### config.mk
export PLATFORM = sky130hd
export DESIGN_NAME = rtc_set_time_validate_encode_flat
export DESIGN_NICKNAME = d
export VERILOG_FILES = /design/src/hdl/rsve_pkg.sv /design/src/hdl/rsve_in_if.sv /design/src/hdl/rsve_out_if.sv /design/src/hdl/rsve_front.sv /design/src/hdl/rsve_judge.sv /design/src/hdl/rsve_encode.sv /design/src/hdl/rtc_set_time_validate_encode.sv /design/src/flat_wrapper.sv
export SDC_FILE = /design/constraint.sdc
export NUM_CORES = 1
export LEC_CHECK = 0
export ABC_AREA = 0
export BUFFER_PORTS_ARGS = -buffer_cell sky130_fd_sc_hd__buf_4
export CAP_MARGIN = 0
export CORE_UTILIZATION = 50
export DETAILED_ROUTE_END_ITERATION = 10
export GPL_TIMING_DRIVEN = 0
export HOLD_SLACK_MARGIN = 0.05
export PLACE_DENSITY = 0.66
export SYNTH_ARGS = -nofsm -noshare
export SYNTH_HDL_FRONTEND = slang
export SYNTH_HIERARCHICAL = 1
export SYNTH_SLANG_ARGS = --single-unit
### constraint.sdc
create_clock -name clk_i -period 6.11 [get_ports clk_i]
set_input_delay 0.611 -clock clk_i [delete_from_list [all_inputs] [get_ports clk_i]]
set_output_delay 0.611 -clock clk_i [all_outputs]
set_load 0.05 [all_outputs]
### src/hdl/rsve_pkg.sv
// Package with the shared types, constants and tables of the RTC set-time checker.
`default_nettype none
package rsve_pkg;

  // Configuration register indexes.
  localparam logic CfgEpochYear = 1'b0;
  localparam logic CfgBcdMode   = 1'b1;

  localparam int unsigned CfgDataW = 12;

  localparam logic [11:0] EpochReset = 12'd1900;
  localparam logic        BcdReset   = 1'b1;

  localparam logic [11:0] YearBase   = 12'd1900;
  localparam logic [11:0] YearMin    = 12'd1970;
  localparam logic [3:0]  MonthCount = 4'd12;
  localparam logic [7:0]  HourLimit  = 8'd24;
  localparam logic [7:0]  MinLimit   = 8'd60;
  localparam logic [7:0]  BcdLimit   = 8'd169;
  localparam logic [7:0]  BcdWrap    = 8'd100;

  // Division by 25 as a multiply by a reciprocal, exact for 12-bit years.
  localparam logic [12:0] Div25Mul   = 13'd5243;
  localparam int unsigned Div25Shift = 17;
  localparam logic [11:0] Twenty5    = 12'd25;

  localparam logic [3:0] FebIndex = 4'd1;

  // Days per month, indexed by the zero-based month.
  localparam logic [4:0] MonthLen [12] = '{
    5'd31, 5'd28, 5'd31, 5'd30, 5'd31, 5'd30,
    5'd31, 5'd31, 5'd30, 5'd31, 5'd30, 5'd31
  };

  typedef struct packed {
    logic [10:0] years_since_1900;
    logic [3:0]  month_index;
    logic [7:0]  day_of_month;
    logic [7:0]  hour_in;
    logic [7:0]  minute_in;
    logic [7:0]  second_in;
  } in_item_t;

  typedef struct packed {
    logic       status;
    logic [7:0] year_code;
    logic [7:0] month_code;
    logic [7:0] day_code;
    logic [7:0] hour_code;
    logic [7:0] minute_code;
    logic [7:0] second_code;
  } out_item_t;

  // After the front stage: raw checks done, divide-by-25 quotient ready.
  typedef struct packed {
    logic [11:0] year;
    logic [7:0]  quot25;
    logic [3:0]  mon_idx;
    logic [7:0]  day;
    logic [7:0]  hrs;
    logic [7:0]  mins;
    logic [7:0]  secs;
    logic [7:0]  offset;
    logic        base_ok;
  } front_t;

  // After the judge stage: final verdict and adjusted year offset.
  typedef struct packed {
    logic       ok;
    logic [7:0] offset;
    logic [3:0] mon_idx;
    logic [7:0] day;
    logic [7:0] hrs;
    logic [7:0] mins;
    logic [7:0] secs;
  } judge_t;

endpackage
`default_nettype wire

### src/hdl/rsve_in_if.sv
// Channel interface for the broken-down date and time going into the block.
`default_nettype none
interface rsve_in_if;
  logic        valid;
  logic        ready;
  logic [10:0] years_since_1900;
  logic [3:0]  month_index;
  logic [7:0]  day_of_month;
  logic [7:0]  hour_in;
  logic [7:0]  minute_in;
  logic [7:0]  second_in;

  modport source (
    output valid, years_since_1900, month_index, day_of_month, hour_in, minute_in,
           second_in,
    input  ready
  );
  modport sink (
    input  valid, years_since_1900, month_index, day_of_month, hour_in, minute_in,
           second_in,
    output ready
  );
endinterface
`default_nettype wire

### src/hdl/rsve_out_if.sv
// Channel interface for the status and register codes leaving the block.
`default_nettype none
interface rsve_out_if;
  logic       valid;
  logic       ready;
  logic       status;
  logic [7:0] year_code;
  logic [7:0] month_code;
  logic [7:0] day_code;
  logic [7:0] hour_code;
  logic [7:0] minute_code;
  logic [7:0] second_code;

  modport source (
    output valid, status, year_code, month_code, day_code, hour_code, minute_code,
           second_code,
    input  ready
  );
  modport sink (
    input  valid, status, year_code, month_code, day_code, hour_code, minute_code,
           second_code,
    output ready
  );
endinterface
`default_nettype wire

### src/hdl/rsve_front.sv
// First pipeline stage: year, range checks, epoch offset and divide-by-25 quotient.
`default_nettype none
module rsve_front (
  input  wire logic              clk_i,
  input  wire logic              rst_ni,
  input  wire logic              valid_i,
  output logic                   ready_o,
  input  wire rsve_pkg::in_item_t item_i,
  input  wire logic [11:0]       epoch_year_i,
  output logic                   valid_o,
  input  wire logic              ready_i,
  output rsve_pkg::front_t       stage_o
);

  logic             valid_q;
  rsve_pkg::front_t stage_d, stage_q;
  logic [11:0]      year;
  logic [24:0]      prod;
  logic [12:0]      diff;
  logic             time_ok, date_ok, off_ok;

  assign ready_o = !valid_q || ready_i;

  always_comb begin
    year    = 12'(item_i.years_since_1900) + rsve_pkg::YearBase;
    prod    = 25'(year) * 25'(rsve_pkg::Div25Mul);
    diff    = {1'b0, year} - {1'b0, epoch_year_i};
    off_ok  = !diff[12] && (diff[11:8] == 4'd0);
    time_ok = (item_i.hour_in < rsve_pkg::HourLimit) &&
              (item_i.minute_in < rsve_pkg::MinLimit) &&
              (item_i.second_in < rsve_pkg::MinLimit);
    date_ok = (item_i.month_index < rsve_pkg::MonthCount) &&
              (item_i.day_of_month != 8'd0);

    stage_d.year    = year;
    stage_d.quot25  = prod[rsve_pkg::Div25Shift +: 8];
    stage_d.mon_idx = item_i.month_index;
    stage_d.day     = item_i.day_of_month;
    stage_d.hrs     = item_i.hour_in;
    stage_d.mins    = item_i.minute_in;
    stage_d.secs    = item_i.second_in;
    stage_d.offset  = diff[7:0];
    stage_d.base_ok = (year >= rsve_pkg::YearMin) && time_ok && date_ok && off_ok;
  end

  always_ff @(posedge clk_i or negedge rst_ni) begin
    if (!rst_ni) begin
      valid_q <= 1'b0;
    end else if (ready_o) begin
      valid_q <= valid_i;
    end
  end

  always_ff @(posedge clk_i) begin
    if (valid_i && ready_o) begin
      stage_q <= stage_d;
    end
  end

  assign valid_o = valid_q;
  assign stage_o = stage_q;

endmodule
`default_nettype wire

### src/hdl/rsve_judge.sv
// Second pipeline stage: leap year, day limit, final verdict and BCD year fold.
`default_nettype none
module rsve_judge (
  input  wire logic             clk_i,
  input  wire logic             rst_ni,
  input  wire logic             valid_i,
  output logic                  ready_o,
  input  wire rsve_pkg::front_t stage_i,
  input  wire logic             bcd_mode_i,
  output logic                  valid_o,
  input  wire logic             ready_i,
  output rsve_pkg::judge_t      stage_o
);

  logic             valid_q;
  rsve_pkg::judge_t stage_d, stage_q;
  logic             div25, leap;
  logic [4:0]       day_lim;
  logic             ok;
  logic [7:0]       offset;

  assign ready_o = !valid_q || ready_i;

  always_comb begin
    // Divisible by 100 is divisible by 4 and 25; by 400 is by 16 and 25.
    div25 = (12'(stage_i.quot25) * rsve_pkg::Twenty5) == stage_i.year;
    leap  = ((stage_i.year[1:0] == 2'd0) && !div25) ||
            ((stage_i.year[3:0] == 4'd0) && div25);

    day_lim = 5'd0;
    if (stage_i.mon_idx < rsve_pkg::MonthCount) begin
      day_lim = rsve_pkg::MonthLen[stage_i.mon_idx] +
                5'((stage_i.mon_idx == rsve_pkg::FebIndex) && leap);
    end

    ok     = stage_i.base_ok && (stage_i.day <= 8'(day_lim));
    offset = stage_i.offset;
    if (ok && bcd_mode_i) begin
      if (offset > rsve_pkg::BcdLimit) begin
        ok = 1'b0;
      end else if (offset >= rsve_pkg::BcdWrap) begin
        offset = offset - rsve_pkg::BcdWrap;
      end
    end

    stage_d.ok      = ok;
    stage_d.offset  = offset;
    stage_d.mon_idx = stage_i.mon_idx;
    stage_d.day     = stage_i.day;
    stage_d.hrs     = stage_i.hrs;
    stage_d.mins    = stage_i.mins;
    stage_d.secs    = stage_i.secs;
  end

  always_ff @(posedge clk_i or negedge rst_ni) begin
    if (!rst_ni) begin
      valid_q <= 1'b0;
    end else if (ready_o) begin
      valid_q <= valid_i;
    end
  end

  always_ff @(posedge clk_i) begin
    if (valid_i && ready_o) begin
      stage_q <= stage_d;
    end
  end

  assign valid_o = valid_q;
  assign stage_o = stage_q;

endmodule
`default_nettype wire

### src/hdl/rsve_encode.sv
// Third pipeline stage: BCD or binary encoding into the output register.
`default_nettype none
module rsve_encode (
  input  wire logic             clk_i,
  input  wire logic             rst_ni,
  input  wire logic             valid_i,
  output logic                  ready_o,
  input  wire rsve_pkg::judge_t stage_i,
  input  wire logic             bcd_mode_i,
  output logic                  valid_o,
  input  wire logic             ready_i,
  output rsve_pkg::out_item_t   item_o
);

  logic                valid_q;
  rsve_pkg::out_item_t item_d, item_q;
  logic [7:0]          mon;

  // Two-digit BCD; tens come from a multiply by 103/1024, exact below 100.
  function automatic logic [7:0] to_bcd(input logic [7:0] v);
    logic [15:0] prod;
    logic [3:0]  tens;
    logic [7:0]  ones;
    prod = 16'(v) * 16'd103;
    tens = prod[13:10];
    ones = v - 8'(tens) * 8'd10;
    return {tens, ones[3:0]};
  endfunction

  assign ready_o = !valid_q || ready_i;

  always_comb begin
    mon    = 8'(stage_i.mon_idx) + 8'd1;
    item_d = '0;
    if (!stage_i.ok) begin
      item_d.status = 1'b1;
    end else if (bcd_mode_i) begin
      item_d.year_code   = to_bcd(stage_i.offset);
      item_d.month_code  = to_bcd(mon);
      item_d.day_code    = to_bcd(stage_i.day);
      item_d.hour_code   = to_bcd(stage_i.hrs);
      item_d.minute_code = to_bcd(stage_i.mins);
      item_d.second_code = to_bcd(stage_i.secs);
    end else begin
      item_d.year_code   = stage_i.offset;
      item_d.month_code  = mon;
      item_d.day_code    = stage_i.day;
      item_d.hour_code   = stage_i.hrs;
      item_d.minute_code = stage_i.mins;
      item_d.second_code = stage_i.secs;
    end
  end

  always_ff @(posedge clk_i or negedge rst_ni) begin
    if (!rst_ni) begin
      valid_q <= 1'b0;
    end else if (ready_o) begin
      valid_q <= valid_i;
    end
  end

  always_ff @(posedge clk_i) begin
    if (valid_i && ready_o) begin
      item_q <= item_d;
    end
  end

  assign valid_o = valid_q;
  assign item_o  = item_q;

endmodule
`default_nettype wire

### src/hdl/rtc_set_time_validate_encode.sv
// Top level of the RTC set-time checker and register code encoder.
//
//   Channel   Direction  Handshake     Carries
//   item_i    in         valid/ready   year since 1900, month, day, hour, minute, second
//   result_o  out        valid/ready   status and six register codes
//   cfg_*     in         write enable  epoch year (index 0), BCD mode (index 1)
//
// Every input item yields exactly one result; one item can be taken every cycle
// when the output side is ready. Each item passes through the three register
// stages: front checks with the divide-by-25 multiply, the leap and day-limit
// verdict, then the encoder, whose register drives result_o.
// A stall on result_o holds each stage that is full; empty stages still fill,
// so up to three items sit in the pipeline before item_i.ready drops.
// Reset clears the stage valid bits and loads epoch 1900 and BCD mode.
`default_nettype none
module rtc_set_time_validate_encode (
  input  wire logic                          clk_i,
  input  wire logic                          rst_ni,
  rsve_in_if.sink                            item_i,
  rsve_out_if.source                         result_o,
  input  wire logic                          cfg_we_i,
  input  wire logic                          cfg_idx_i,
  input  wire logic [rsve_pkg::CfgDataW-1:0] cfg_data_i
);

  // Configuration registers. The user must write them only while the pipeline is
  // empty; the block does not enforce this, and the stages read them live.
  logic [11:0] epoch_year_q;
  logic        bcd_mode_q;

  always_ff @(posedge clk_i or negedge rst_ni) begin
    if (!rst_ni) begin
      epoch_year_q <= rsve_pkg::EpochReset;
      bcd_mode_q   <= rsve_pkg::BcdReset;
    end else if (cfg_we_i) begin
      case (cfg_idx_i)
        rsve_pkg::CfgEpochYear: epoch_year_q <= cfg_data_i[11:0];
        rsve_pkg::CfgBcdMode:   bcd_mode_q   <= cfg_data_i[0];
        default: ;
      endcase
    end
  end

  // Gather the input channel into one payload word.
  rsve_pkg::in_item_t in_item;

  assign in_item.years_since_1900 = item_i.years_since_1900;
  assign in_item.month_index      = item_i.month_index;
  assign in_item.day_of_month     = item_i.day_of_month;
  assign in_item.hour_in          = item_i.hour_in;
  assign in_item.minute_in        = item_i.minute_in;
  assign in_item.second_in        = item_i.second_in;

  logic                front_valid, front_ready;
  rsve_pkg::front_t    front_stage;
  logic                judge_valid, judge_ready;
  rsve_pkg::judge_t    judge_stage;
  rsve_pkg::out_item_t out_item;
  logic                out_valid;

  // Stage one: range checks, epoch offset and the year quotient by 25.
  rsve_front u_front (
    .clk_i        (clk_i),
    .rst_ni       (rst_ni),
    .valid_i      (item_i.valid),
    .ready_o      (item_i.ready),
    .item_i       (in_item),
    .epoch_year_i (epoch_year_q),
    .valid_o      (front_valid),
    .ready_i      (front_ready),
    .stage_o      (front_stage)
  );

  // Stage two: leap rule, month length and the BCD year fold.
  rsve_judge u_judge (
    .clk_i      (clk_i),
    .rst_ni     (rst_ni),
    .valid_i    (front_valid),
    .ready_o    (front_ready),
    .stage_i    (front_stage),
    .bcd_mode_i (bcd_mode_q),
    .valid_o    (judge_valid),
    .ready_i    (judge_ready),
    .stage_o    (judge_stage)
  );

  // Stage three: code encoding; its register is the output register.
  rsve_encode u_encode (
    .clk_i      (clk_i),
    .rst_ni     (rst_ni),
    .valid_i    (judge_valid),
    .ready_o    (judge_ready),
    .stage_i    (judge_stage),
    .bcd_mode_i (bcd_mode_q),
    .valid_o    (out_valid),
    .ready_i    (result_o.ready),
    .item_o     (out_item)
  );

  assign result_o.valid       = out_valid;
  assign result_o.status      = out_item.status;
  assign result_o.year_code   = out_item.year_code;
  assign result_o.month_code  = out_item.month_code;
  assign result_o.day_code    = out_item.day_code;
  assign result_o.hour_code   = out_item.hour_code;
  assign result_o.minute_code = out_item.minute_code;
  assign result_o.second_code = out_item.second_code;

endmodule
`default_nettype wire

### src/flat_wrapper.sv
// flat-port wrapper written by rule: the top's interface ports become plain ports
module rtc_set_time_validate_encode_flat 
  (clk_i, rst_ni, cfg_we_i, cfg_idx_i, cfg_data_i, item_i_valid, item_i_years_since_1900, item_i_month_index, item_i_day_of_month, item_i_hour_in, item_i_minute_in, item_i_second_in, item_i_ready, result_o_valid, result_o_status, result_o_year_code, result_o_month_code, result_o_day_code, result_o_hour_code, result_o_minute_code, result_o_second_code, result_o_ready);
  rsve_in_if item_i_i ();
  rsve_out_if result_o_i ();
  input  wire logic clk_i;
  input  wire logic rst_ni;
  input  wire logic cfg_we_i;
  input  wire logic cfg_idx_i;
  input  wire logic [rsve_pkg::CfgDataW-1:0] cfg_data_i;
  input wire logic [$bits(item_i_i.valid)-1:0] item_i_valid;
  input wire logic [$bits(item_i_i.years_since_1900)-1:0] item_i_years_since_1900;
  input wire logic [$bits(item_i_i.month_index)-1:0] item_i_month_index;
  input wire logic [$bits(item_i_i.day_of_month)-1:0] item_i_day_of_month;
  input wire logic [$bits(item_i_i.hour_in)-1:0] item_i_hour_in;
  input wire logic [$bits(item_i_i.minute_in)-1:0] item_i_minute_in;
  input wire logic [$bits(item_i_i.second_in)-1:0] item_i_second_in;
  output wire logic [$bits(item_i_i.ready)-1:0] item_i_ready;
  output wire logic [$bits(result_o_i.valid)-1:0] result_o_valid;
  output wire logic [$bits(result_o_i.status)-1:0] result_o_status;
  output wire logic [$bits(result_o_i.year_code)-1:0] result_o_year_code;
  output wire logic [$bits(result_o_i.month_code)-1:0] result_o_month_code;
  output wire logic [$bits(result_o_i.day_code)-1:0] result_o_day_code;
  output wire logic [$bits(result_o_i.hour_code)-1:0] result_o_hour_code;
  output wire logic [$bits(result_o_i.minute_code)-1:0] result_o_minute_code;
  output wire logic [$bits(result_o_i.second_code)-1:0] result_o_second_code;
  input wire logic [$bits(result_o_i.ready)-1:0] result_o_ready;
  assign item_i_i.valid = item_i_valid;
  assign item_i_i.years_since_1900 = item_i_years_since_1900;
  assign item_i_i.month_index = item_i_month_index;
  assign item_i_i.day_of_month = item_i_day_of_month;
  assign item_i_i.hour_in = item_i_hour_in;
  assign item_i_i.minute_in = item_i_minute_in;
  assign item_i_i.second_in = item_i_second_in;
  assign item_i_ready = item_i_i.ready;
  assign result_o_valid = result_o_i.valid;
  assign result_o_status = result_o_i.status;
  assign result_o_year_code = result_o_i.year_code;
  assign result_o_month_code = result_o_i.month_code;
  assign result_o_day_code = result_o_i.day_code;
  assign result_o_hour_code = result_o_i.hour_code;
  assign result_o_minute_code = result_o_i.minute_code;
  assign result_o_second_code = result_o_i.second_code;
  assign result_o_i.ready = result_o_ready;
  rtc_set_time_validate_encode u_core (.clk_i(clk_i), .rst_ni(rst_ni), .item_i(item_i_i), .result_o(result_o_i), .cfg_we_i(cfg_we_i), .cfg_idx_i(cfg_idx_i), .cfg_data_i(cfg_data_i));
endmodule
---- Yosys cells after proc, flatten, opt, wreduce, memory -nomap -nowiden ----
Memories as Yosys holds them, arrays and structs flattened.
Index checks and enable logic that the tools add are counted.
storage, ports and cells
  register bits after elaboration ......... 175
  ROM bits ................................ 80
  bits of input ports ..................... 65
  output and inout bits ................... 51
  word-level logic and storage cells ...... 108
  memories kept ........................... 1
memory list
  name              words  bits a word  rd ports  clocked after memory_dff  write ports  line              text
  (name not given)  16     5            1         0                         0            rsve_judge.sv:32  day_lim = rsve_pkg::MonthLen[stage_i.mon_idx] +
cells by class
  $add $sub $neg .......................... 11
  multipliers ............................. 14
  order comparisons ....................... 10
  equal/unequal tests ..................... 2
  muxes and demuxes ....................... 10
  bitwise operators ....................... 2
  reduce and logical (&&, ||, !) cells .... 30
operators by type and width
  cell                                                   number
  multiplier 8 x 7 -> 14 bit, second input constant      5
  two-way mux 48 bit                                     1
  multiplier 12 x 13 -> 25 bit, second input constant    1
  two-way mux 8 bit                                      3
  subtractor 4 bit                                       6
  multiplier 4 x 3 -> 3 bit, second input constant       5
  < comparator 8 x 6 -> 1 bit, second input constant     2
  logical AND 1 bit                                      15
  two-way mux 5 bit                                      3
  subtractor 12 x 12 -> 13 bit                           1
  adder 11 x 11 -> 12 bit, second input constant         1
  == test 12 bit                                         1
  >= comparator 12 x 11 -> 1 bit, second input constant  1
  multiplier 5 x 7 -> 12 bit, second input constant      1
  multiplier 8 x 5 -> 12 bit, second input constant      1
  >= comparator 8 x 7 -> 1 bit, second input constant    1
  greater-than comparator 8 bit, second input constant   1
  <= comparator 8 x 5 -> 1 bit                           1
  zero test 4 bit                                        2
  < comparator 4 bit, second input constant              2
  < comparator 8 x 5 -> 1 bit, second input constant     1
  nonzero test 8 bit                                     1
  subtractor 8 x 7 -> 8 bit, second input constant       1
  adder 4 x 1 -> 5 bit, second input constant            1
  11 further kinds                                       21

---- Longest topological paths before layout ----
Gate-level depths: netlist of the first run.
  depth after elaboration ................. 12
  gate-level depth with buffers ........... 24

---- Modules after synthesis ----
The synthesis of the first run kept the hierarchy.
by module, submodules not included
  module                        instances  cells an instance  area an instance (µm²)  seq. area each (µm²)
  rsve_encode                   1          722                7679.9                  1436.4
  rsve_front                    1          499                5601.6                  1976.9
  rsve_judge                    1          180                2551.2                  1376.3
  rtc_set_time_validate_encode  1          29                 556.8                   335.3

---- Least setup slack after synthesis of the first run ----
No wires, ideal clock.
  kind .................................... input to register
  from .................................... in item_i_years_since_1900[2]
  to ...................................... reg u_core.u_front.stage_q (netlist bit u_core/u_front/stage_o[51]) (data pin)
  library setup time ...................... 0.262 ns
  arrival ................................. 6.131 ns
  data required time ...................... 5.848 ns
  slack ................................... -0.283 ns
  stages on the path ...................... 24
  buffers on the path ..................... 0
  cell sequence ........................... inv_1 -> ha_1 -> nor2b_1 -> o31ai_1 -> nand2b_1 -> xnor2_1 -> fa_1 -> xor2_1 -> ha_1 -> inv_1 -> fa_1 -> inv_1 -> fa_1 -> inv_1 -> fa_1 -> inv_1 -> ha_1 -> a211oi_1 -> o21ai_1 -> nor4_1 -> a21oi_1 -> a31oi_1 -> a21oi_1 -> xor2_1
RTL lines
  element               line                text
  start, declared       flat_wrapper.sv:12  input wire logic [$bits(item_i_i.years_since_1900)-1:0] item_i_years_since_1900;
  end signal, assigned  rsve_front.sv:56    stage_q <= stage_d;
  end, declared         rsve_front.sv:16    rsve_pkg::front_t stage_d, stage_q;

==> impl_results.md, run 1 <==
* Setup slack at placement at -1.088 ns
* Cell Area, Placed at 17,880 sq um
* Period utilization at 0.9637
* Port-buffer cells at roughly 110
* Asr flop ratio synth at 0.09249
* FMAX at 169.8 MHz
* Setup CP Type: in2reg
* Post-route worst setup slack at 0.2218 ns
* # DRC at 0
* Area share of the largest cell type after synthesis at 0.2877
* Hold Path Class: in2reg
* Final setup viols at 0
* CTS Buf Count at 17
* WL met3 at 1088 um
* Max Clock Skew at 0.01200 ns
* Vias in the first global route at between 10,000 and 15,000
* Max Cap Viol at 0
* Outcome: finished clean
* Max_slew headroom at 0.3729
* Largest area contributor in the netlist: edfxtp_1
* Final Net Count at 2,102
* Initial Util at 0.5141
* Worst-margin pin slew at 0.9406 ns
* Die ar. at about 34,000 sq um
* Worst EP arrival at about 6.1 ns
* # rows at 65
* Final hold viol count at 0
* Met1 WL at between 15,000 and 20,000 um
* Clock sink count at roughly 170
* Hold path startpoint: item_i_hour_in[2]
* Core utilization of the finished layout at 0.5896
* Routed wire length at 34,270 um
* Top sig layer: met4
* First-pass GRT wire length at 56,070 um
* Worst-path maximum fanout at 7
* Syn Inst Count at 1,430
* Final slew viol count at 0
* Worst skew pair latency at 0.43 ns
* Vias per Instance at 5.272
* Synthesized area per cell at 11.46 sq um
* Worst-path clk slew at 0.07 ns
* Min Clock Period, post-route at approximately 5.9 ns
* Chip width at 183.1 um
* Initial antenna violation count at 0
* CTS Root Cell: clkbuf_16
* Crit path from: item_i_years_since_1900[2]
* CTS Buffer Depth at 2
* Critical Path RT at 6.28 ns
* Most frequent standard cell in the layout excluding fill and tap cells: ha_1
* Max VDD drop at 0.6115 mV
* Main synth FF type: edfxtp_1
* Netlist area before placement at about 16,000 sq um
* H-tree depth at 4
* Fin Setup TNS at 0 ns
* Height of the die at between 150 and 200 um
* Vias at 10,700
* Share of layout cells above drive strength 1 at 0.1486
* Antenna diodes at 0
* Most frequent cells in the layout: ha_1, inv_1, edfxtp_1, buf_4, fa_1
* Drt pass-1 iters at 5
* Overall power at roughly 9.7 mW
* Synth Register Bits at 173
* CTS tree: done
* Grt ovf at 0
* Largest net degree at the start of global routing at 57
* PwrDens at 514.2 nW/um^2
* Yosys Warn Count at 6
* Number of flops mapped to enable cells by yosys at 157
* P&R area growth vs syn at 14.68%
* Setup crit end kind: register
* Post-synthesis sequential area ratio at 0.3127
* Synth cell types at 84
* Initial DRC Count at 507
* Synth area leaders: edfxtp_1, ha_1, fa_1, inv_1, xnor2_1
* Core ar. at 31,880 sq um
* Final Non-Filler Cells at approximately 2,000
* Fin area at between 15,000 and 20,000 sq um
* Placer Congestion at ~0.88
* DR WL met2 at 17,140 um
* Critical Path Start Type: input pin
* IO Pins at 116
* ANT nets after route at 0
* Gr usage total at 0.2161
* Dpl hpwl at 28,170 um
* Final hold slack at 0.3546 ns
* Leak at 8.947 nW
* Dpl cells at 1,982
* Average wire per standard cell at 16.88 um
* Worst R2R Start: u_core/u_judge/stage_o[21]
[layer usage]
layer	up-vias	track usage
met1	5143	0.2701
li1	5285	-
met5	-	0
met4	0	0.07600
met2	216	0.3849
met3	59	0.02562
[timing repair]
action,CTS,global route
gates resized for setup,11,20
endpoints found under the setup margin,8,6
gates cloned,0,0
buffers inserted,7,8
hold endpoints to repair,8,0
pin swaps,6,8
hold buffers,1,0
[kinds of logic (layout without fill, tap and decap cells)]
family / count (synthesis) / in the layout / share of synthesized area
xor+xnor: 83 / 83 / 0.04603
flops: 173 / 173 / 0.3127
compound gates: 195 / 195 / 0.08382
other cells: 1 / 2 / 0.0002288
buf+inv: 267 / 431 / 0.06321
simple gates: 220 / 220 / 0.06962
fa+ha+maj: 456 / 456 / 0.3997
mux: 35 / 35 / 0.02466
[final timing paths]
path | to | slack, ns | depth (start not counted)
hold reg to reg | u_core/u_judge/stage_o[13] | 0.42 | 0
setup reg to reg | u_core/u_encode/item_o[19] | 0.62 | 20
max in group asynchronous | u_core/epoch_year_q[6] | 5.29 | 2
setup / recovery | u_core/u_front/stage_o[49] | 0.22 | 26
min in group asynchronous | u_core/epoch_year_q[7] | 0.57 | 2
hold / removal | u_core/u_front/stage_o[27] | 0.35 | 1
[cells in the mapped netlist (all sizes together), types with 16 or more instances]
library cell,number
ha,342
inv,249
edfxtp,157
fa,113
nor2,63
xnor2,60
a21oi,48
nand2,40
o21ai,37
mux2i,22
xor2,21
nor3,17
and2,16
nand2b,16
[final cells by class]
| cell class | instances | area (sq um) |
|---|---|---|
| Fill cell | 2625 | 13090 |
| Multi-Input combinational cell | 991 | 10430 |
| Sequential cell | 173 | 5125 |
| Timing Repair Buffer | 132 | 1042 |
| Inverter | 249 | 942.2 |
| Tap cell | 435 | 544.3 |
| Clock buffer | 19 | 432.9 |
| Clock inverter | 13 | 175.2 |
| Buffer | 18 | 103.9 |
[report_power, final]
part,internal (mW),total (mW),switching (mW)
Sequential,1.59,1.73,0.149
Clock,0.655,1.14,0.488
Combinational,3.09,6.79,3.70
Total,5.33,9.66,4.34
[worst max-delay path, cell delays in order]
cell and delay, ns:
buf_4 0.18, clkinvlp_4 0.16, ha_4 0.20, nor2b_4 0.15
o31ai_4 0.07, buf_4 0.15, xnor2_4 0.19, inv_2 0.13
ha_1 0.36, inv_1 0.07, fa_1 0.48, inv_1 0.06
fa_1 0.54, inv_1 0.05, fa_1 0.46, fa_1 0.58
inv_1 0.08, ha_4 0.28, nand4_1 0.10, nor2_1 0.16
o211ai_1 0.27, a21oi_2 0.28, buf_4 0.14, o21a_1 0.10
nor2_1 0.04, xnor2_1 0.14
[sequential cells by signal, indices dropped and copies added (netlist names)]
signal                   count
u_core/bcd_mode_q            1
u_core/u_judge/valid_o       1
u_core/u_encode/item_o      47
u_core/u_judge/stage_o      45
u_core/u_front/valid_o       1
u_core/u_front/stage_o      65
u_core/epoch_year_q         12
u_core/u_encode/valid_o      1
(Power assumes the default switching activity.)
==> inputs of run 2 (changes only) <==
--- a/config.mk
+++ b/config.mk
@@ -5,7 +5,7 @@
 export SDC_FILE = /design/constraint.sdc
 export NUM_CORES = 1
 export LEC_CHECK = 0
-export ABC_AREA = 0
+export ABC_AREA = 1
 export BUFFER_PORTS_ARGS = -buffer_cell sky130_fd_sc_hd__buf_4
 export CAP_MARGIN = 0
 export CORE_UTILIZATION = 50
==> impl_results.md, run 2 <==
* Leak at 10.52 nW (was 8.947 nW)
* Placer Congestion at 0.9077 (was 0.8774)
* Main synth FF type: edfxtp_1 (unchanged)
* FMAX at 171.1 MHz (was 169.8 MHz)
* Max_slew headroom at 0.3648 (was 0.3729)
* Most frequent cells in the layout: nand2_1, inv_1, ha_1, edfxtp_1, buf_4 (was ha_1, inv_1, edfxtp_1, buf_4, fa_1)
* FF-to-FF setup slack at 1.24 ns (was 0.62 ns)
* Sw frac at 0.5125 (was 0.4487)
* Logic pwr share at 0.731 (was 0.702)
* Max Cap Viol at 0 (unchanged)
* Initial antenna violation count at 5 (was 0)
* Number of flops mapped to enable cells by yosys at 157 (unchanged)
* Routed wire length at 38,770 um (was 34,270 um)
* Clock power share at 0.107 (was 0.118)
* Worst EP arrival at 6.04 ns (was 6.06 ns)
* Setup CP Type: in2reg (unchanged)
* Worst-path clk slew at 0.07 ns (about the same)
* # rows at 68 (was 65)
* Most frequent standard cell in the layout excluding fill and tap cells: nand2_1 (was ha_1)
* H-tree depth at 4 (unchanged)
* Asr flop ratio synth at 0.09249 (unchanged)
* Syn Inst Count at 1,957 (was 1,430)
* Synthesized area per cell at 9.140 sq um (was 11.46 sq um)
* Core utilization of the finished layout at 0.5761 (was 0.5896)
* Vias in the first global route at 12,880 (was 11,160)
* Initial Util at 0.5128 (was 0.5141)
* Netlist area before placement at 17,890 sq um (was 16,390 sq um)
* Post-synthesis sequential area ratio at 0.2865 (was 0.3127)
* Max Clock Skew at 0.01527 ns (was 0.01200 ns)
* Share of layout cells above drive strength 1 at 0.1264 (was 0.1486)
* Outcome: finished clean (unchanged)
* Hold Path Class: in2reg (unchanged)
* CTS Root Cell: clkbuf_16 (unchanged)
* Final slew viol count at 0 (unchanged)
* NetSw at 5.365 mW (was 4.336 mW)
* Die ar. at 36,530 sq um (was 33,510 sq um)
* Grt ovf at 0 (unchanged)
* ANT nets after route at 0 (unchanged)
* Max VDD drop at 0.5736 mV (was 0.6115 mV)
* CTS Buffer Depth at 2 (unchanged)
* Worst skew pair latency at 0.46 ns (was 0.43 ns)
* Final Non-Filler Cells at 2,568 (was 2,030)
* Initial DRC Count at 590 (was 507)
* Height of the die at 191.1 um (was 183.1 um)
* Worst-margin pin slew at 0.9461 ns (was 0.9406 ns)
* Critical Path RT at 6.30 ns (was 6.28 ns)
* # DRC at 0 (unchanged)
* Critical Path Start Type: input pin (unchanged)
* Worst-path maximum fanout at 10 (was 7)
* Final hold viol count at 0 (unchanged)
* Largest net degree at the start of global routing at 32 (was 57)
* Port-buffer cells at 113 (unchanged)
* Largest area contributor in the netlist: edfxtp_1 (unchanged)
* Min Clock Period, post-route at 5.846 ns (was 5.888 ns)
* Largest register FFs at 65 (unchanged)
* Synth cell types at 60 (was 84)
* P&R area growth vs syn at 12.35% (was 14.68%)
* Period utilization at 0.9567 (was 0.9637)
* Gr usage total at 0.2244 (was 0.2161)
* Vias at 13,130 (was 10,700)
* First-pass GRT wire length at 63,830 um (was 56,070 um)
* Chip width at 191.1 um (was 183.1 um)
* Synth Register Bits at 173 (unchanged)
* Core ar. at 34,880 sq um (was 31,880 sq um)
* Synth area leaders: edfxtp_1, ha_1, fa_1, nand2_1, inv_1 (was edfxtp_1, ha_1, fa_1, inv_1, xnor2_1)
* Dpl cells at 2,531 (was 1,982)
* P_int at 5.105 mW (was 5.328 mW)
* Yosys Warn Count at 6 (unchanged)
* CTS tree: done (unchanged)
* Area share of the largest cell type after synthesis at 0.2636 (was 0.2877)
* Final Net Count at 2,619 (was 2,102)
* IO Pins at 116 (unchanged)
* Flop pwr share at 0.162 (was 0.179)
* Final setup viols at 0 (unchanged)
* Dpl hpwl at 32,880 um (was 28,170 um)
* CTS Buf Count at 17 (unchanged)
* Drt pass-1 iters at 5 (unchanged)
* PwrDens at 521.0 nW/um^2 (was 514.2 nW/um^2)
* Top-count cell post-synth: nand2_1 (was ha_1)
* Vias per Instance at 5.114 (was 5.272)
* Clock sink count at 173 (unchanged)
* Setup crit end kind: register (unchanged)
* Average wire per standard cell at 15.10 um (was 16.88 um)
* Synth top cells by count: nand2_1, inv_1, ha_1 (was ha_1, inv_1, edfxtp_1)
## run 2: cell families after synthesis
| logic type | count (synthesis) | synth area share |
|---|---|---|
| and+or+nand+nor | 677 | 0.1698 |
| adders and majority gates | 455 | 0.3657 |
| buffers and inverters | 422 | 0.09149 |
| AOI/OAI and AO/OA | 174 | 0.05897 |
| DFF | 173 | 0.2865 |
| xor gates and xnor gates | 55 | 0.02735 |
| other | 1 | 0.0002096 |
## run 2: final cells by class
cell class,count,area [sq um]
clock inverter,15,172.7
sequential,173,5125
tap,455,569.3
timing repair buffer,122,988.4
multi-input combinational,1363,11170
inverter,410,1558
antenna,1,2.502
fill,3080,14790
clock buffer,17,425.4
buffer,12,82.58
## run 2: worst paths after layout
| path | start | endpoint | cells after the start |
|---|---|---|---|
| setup / recovery | item_i_years_since_1900[2] | u_core/u_front/stage_o[49] | 26 |
| hold / removal | item_i_hour_in[0] | u_core/u_front/stage_o[25] | 1 |
| setup reg to reg | u_core/u_judge/stage_o[21] | u_core/u_encode/item_o[19] | 23 |
| hold reg to reg | u_core/u_front/stage_o[19] | u_core/u_judge/stage_o[10] | 0 |
| max in group asynchronous | rst_ni | u_core/epoch_year_q[3] | 2 |
| min in group asynchronous | rst_ni | u_core/u_front/valid_o | 2 |
## run 2: critical path: stages
cell and delay (ns):
buf_4 0.15, clkinvlp_4 0.13, ha_1 0.25, nor2_2 0.12
nor2_1 0.05, nand2_2 0.08, nand2_1 0.07, nand2_1 0.10
xor2_2 0.18, inv_2 0.13, fa_1 0.51, xor2_1 0.17
ha_1 0.27, inv_1 0.05, fa_1 0.53, inv_1 0.06
fa_1 0.53, inv_1 0.05, fa_1 0.56, inv_1 0.05
ha_1 0.35, a21oi_1 0.23, o21ai_0 0.15, a221oi_1 0.29
nand3_1 0.17, xor2_1 0.17
## run 2: through the flow
stage               power [mW]  setup WS, ns  hold slack [ns]   TNS [ns]  cell area, sq um
global route             11.75     -0.001765           0.3090  -0.001911             20090
detailed placement       9.370       -0.3390           0.4045     -1.571             19450
floorplan                7.647        0.5389           0.3154          0             17890
finish                   10.47        0.2644           0.3332          0             20100
global placement         9.161       -0.4582           0.4002     -30.71             19310
CTS                      10.55        0.1382           0.3080          0             20060
## run 2: power groups by stage
stage	Sequential, mW	Clock (mW)	Combinational (mW)
final	1.70	1.12	7.65
after global routing	1.72	1.19	8.84
after CTS	1.70	1.15	7.70
after detailed placement	1.72	0	7.65
after global placement	1.73	0	7.43
after floorplan	1.89	0	5.76
## run 2: what timing repair did
item	CTS	global route
setup buffers	0	3
endpoints found under the setup margin	0	6
gates resized for setup	0	4
hold endpoints to repair	8	0
hold buffers	1	0
## run 2: metal layers
| layer | global-route usage | wire length (um) |
|---|---|---|
| met5 | 0 | 51 |
| met4 | 0.04640 | 437 |
| met3 | 0.04737 | 2309 |
| met2 | 0.3760 | 18210 |
| met1 | 0.2981 | 17760 |
==> inputs of run 3 (changes only) <==
--- a/config.mk
+++ b/config.mk
@@ -15,5 +15,4 @@
 export PLACE_DENSITY = 0.66
 export SYNTH_ARGS = -nofsm -noshare
 export SYNTH_HDL_FRONTEND = slang
-export SYNTH_HIERARCHICAL = 1
 export SYNTH_SLANG_ARGS = --single-unit
==> impl_results.md, run 3 <==
* Synth Area in XOR/XNOR at 0.02803 (was 0.02735)
* Final hold viol count at 0 (unchanged)
* # DRC at 0 (unchanged)
* Setup slack at placement at -0.5685 ns (was -0.3390 ns)
* Area share of the largest cell type after synthesis at 0.2695 (was 0.2636)
* FF-to-FF setup slack at 1.08 ns (was 1.24 ns)
* Gr usage total at 0.2256 (was 0.2244)
* Largest family of logic cells by synthesized area: adder cells (unchanged)
* Min-Delay Path Depth at 1 (unchanged)
* Worst skew pair latency at 0.46 ns (about the same)
* Vias per Instance at 5.081 (was 5.114)
* Asr flop ratio synth at 0.09249 (unchanged)
* Post-Synth Adder-Cell Area at 0.3755 (was 0.3657)
* Share of layout cells above drive strength 1 at 0.1151 (was 0.1264)
* Final setup viols at 0 (unchanged)
* Chip width at 189.1 um (was 191.1 um)
* Vias in the first global route at 12,860 (was 12,880)
* Height of the die at 189.1 um (was 191.1 um)
* Main synth FF type: edfxtp_1 (unchanged)
* Worst R2R Start: u_core.u_front.stage_o[48] (was u_core/u_judge/stage_o[21])
* CTS Buffer Depth at 2 (unchanged)
* Netlist area before placement at 17,500 sq um (was 17,890 sq um)
* Worst r2r path cells at 25 (was 23)
* Largest net degree at the start of global routing at 66 (was 32)
* ANT nets after route at 0 (unchanged)
* Clock sink count at 173 (unchanged)
* Hold Path Class: in2reg (unchanged)
* H-tree depth at 4 (unchanged)
* Average wire per standard cell at 15.24 um (was 15.10 um)
* Crit-path max cell delay at 0.57 ns (was 0.56 ns)
* Max Cap Viol at 0 (unchanged)
* Worst-margin pin slew at 0.9940 ns (was 0.9461 ns)
* # rows at 68 (unchanged)
* Post-Synth Simple-Gate Area at 0.1368 (was 0.1698)
* CP Depth at 27 (was 26)
* FMAX at 170.3 MHz (was 171.1 MHz)
* CTS Buf Count at 17 (unchanged)
* Post-synthesis sequential area ratio at 0.2929 (was 0.2865)
* Synth Register Bits at 173 (unchanged)
* Outcome: finished clean (unchanged)
* Dpl hpwl at 31,660 um (was 32,880 um)
* Synth top cells by count: inv_1, ha_1, nand2_1 (was nand2_1, inv_1, ha_1)
* Setup CP Type: in2reg (unchanged)
* Critical Path RT at 6.33 ns (was 6.30 ns)
* Crit-path leading delay family: adder cells (unchanged)
* Vias at 12,700 (was 13,130)
* Top-count cell post-synth: inv_1 (was nand2_1)
* First-pass GRT wire length at 62,500 um (was 63,830 um)
* Final slew viol count at 0 (unchanged)
* Synth cell types at 50 (was 60)
* Hold path startpoint: item_i_hour_in[1] (was item_i_hour_in[0])
* Final Net Count at 2,550 (was 2,619)
* Buf/Inv on CP at 7 (unchanged)
* Critical Path Start Type: input pin (unchanged)
* IO Pins at 116 (unchanged)
* RR Endpoint: u_core.u_judge.stage_o[38] (was u_core/u_encode/item_o[19])
* Largest area contributor in the netlist: edfxtp_1 (unchanged)
* Initial Util at 0.5077 (was 0.5128)
* Worst-path maximum fanout at 8 (was 10)
* Synthesized area per cell at 9.257 sq um (was 9.140 sq um)
* Port-buffer cells at 113 (unchanged)
* Min Clock Period, post-route at 5.873 ns (was 5.846 ns)
* Core ar. at 34,460 sq um (was 34,880 sq um)
* CTS Root Cell: clkbuf_16 (unchanged)
* CTS tree: done (unchanged)
* Most frequent standard cell in the layout excluding fill and tap cells: inv_1 (was nand2_1)
* Initial antenna violation count at 2 (was 5)
* Synth area leaders: edfxtp_1, ha_1, fa_1, inv_1, nand2_1 (was edfxtp_1, ha_1, fa_1, nand2_1, inv_1)
* Grt ovf at 0 (unchanged)
* Number of flops mapped to enable cells by yosys at 157 (unchanged)
* Fillers at 3,028 (was 3,080)
* Max Clock Skew at 0.01264 ns (was 0.01527 ns)
* Max_slew headroom at 0.3326 (was 0.3648)
* Syn Inst Count at 1,890 (was 1,957)
* Post-synthesis mux area share at 0 (unchanged)
* Initial DRC Count at 647 (was 590)
* Register area at 5125 sq um (unchanged)
* Yosys Warn Count at 0 (was 6)
* Largest register FFs at 65 (unchanged)
* Routed wire length at 38,080 um (was 38,770 um)
* Period utilization at 0.9612 (was 0.9567)
* Post-route worst setup slack at 0.2370 ns (was 0.2644 ns)
* Slowest stage cell, crit path: fa_1 (unchanged)
* Most frequent cells in the layout: inv_1, ha_1, nand2_1, edfxtp_1, buf_4 (was nand2_1, inv_1, ha_1, edfxtp_1, buf_4)
* Setup crit end kind: register (unchanged)
* Placer Congestion at 0.9050 (was 0.9077)
* Hold path endpoint: u_core.u_front.stage_o[26] (was u_core/u_front/stage_o[25])
* Die ar. at 35,740 sq um (was 36,530 sq um)
* Drt pass-1 iters at 5 (unchanged)
* Area of the multi-input gates at 10,660 sq um (was 11,170 sq um)
* P&R area growth vs syn at 12.51% (was 12.35%)
* Worst EP arrival at 6.09 ns (was 6.04 ns)
* Worst-path clk slew at 0.07 ns (about the same)
* CP dominant cell by count: fa_1
* Synth Area in Compound Gates at 0.06479 (was 0.05897)
run 3: cell count changes after synthesis, sizes merged, moves of 6 or more:
cell / change
inv: +48
nor2: +11
o22ai: +10
nand3: -29
a21o: -6
nand4: -6
o21ai: +6
nand2: -109
a21oi: +7
run 3: kinds of logic after synthesis:
group,count (synthesis)
other,1
xor gates and xnor gates,56
AOI/OAI and AO/OA,191
adders and majority gates,456
buffers and inverters,467
and+or+nand+nor,546
DFF,173
run 3: timing repair:
action                     4_1_cts  5_1_grt
setup endpoints to repair        5        7
hold endpoints to repair         8        0
hold buffers                     1        0
pin swaps                        0        1
resized for setup                2       14
buffers inserted                 0        3
run 3: worst max path at each step:
stage | from | end | slack, ns
final | item_i_years_since_1900[2] | u_core.u_front.stage_o[48] | 0.24
after global routing | item_i_years_since_1900[2] | u_core.u_front.stage_o[50] | -0.009
after CTS | item_i_years_since_1900[2] | u_core.u_front.stage_o[50] | 0.06
after detailed placement | item_i_years_since_1900[2] | u_core.u_front.stage_o[51] | -0.57
after global placement | item_i_years_since_1900[2] | u_core.u_front.stage_o[47] | -0.46
after floorplan | item_i_years_since_1900[2] | u_core.u_front.stage_o[47] | 0.46
run 3: final cells by class:
type | count | area share
Buffer | 12 | 0.003687
Tap cell | 455 | 0.02892
Multi-Input combinational cell | 1251 | 0.5416
Inverter | 455 | 0.08721
Clock buffer | 17 | 0.02161
Clock inverter | 15 | 0.009535
Sequential cell | 173 | 0.2604
Timing Repair Buffer | 119 | 0.04678
Antenna cell | 2 | 0.0002543
run 3: metrics by stage:
stage	utilization	setup TNS (ns)	hold WS (ns)	std cells	instance area [sq um]
after CTS	0.5688	0	0.3120	2494	19600
after global routing	0.5711	-0.02002	0.3104	2497	19680
after detailed placement	0.5505	-3.795	0.4045	2461	18970
final	0.5712	0	0.3273	2499	19680
after floorplan	-	0	0.3154	1891	17500
after global placement	0.5490	-2.949	0.4029	2459	18920
run 3: layer usage:
layer	global-route usage	wire length, um	up-vias
met3	0.03503	1363	61
li1	-	-	6403
met2	0.4026	19250	237
met5	0	0	-
met1	0.2734	16390	5997
met4	0.08375	1076	0
Power of run 3 is not shown: default switching activity piles up to over one toggle a cycle in this logic, so the estimate is an artifact.
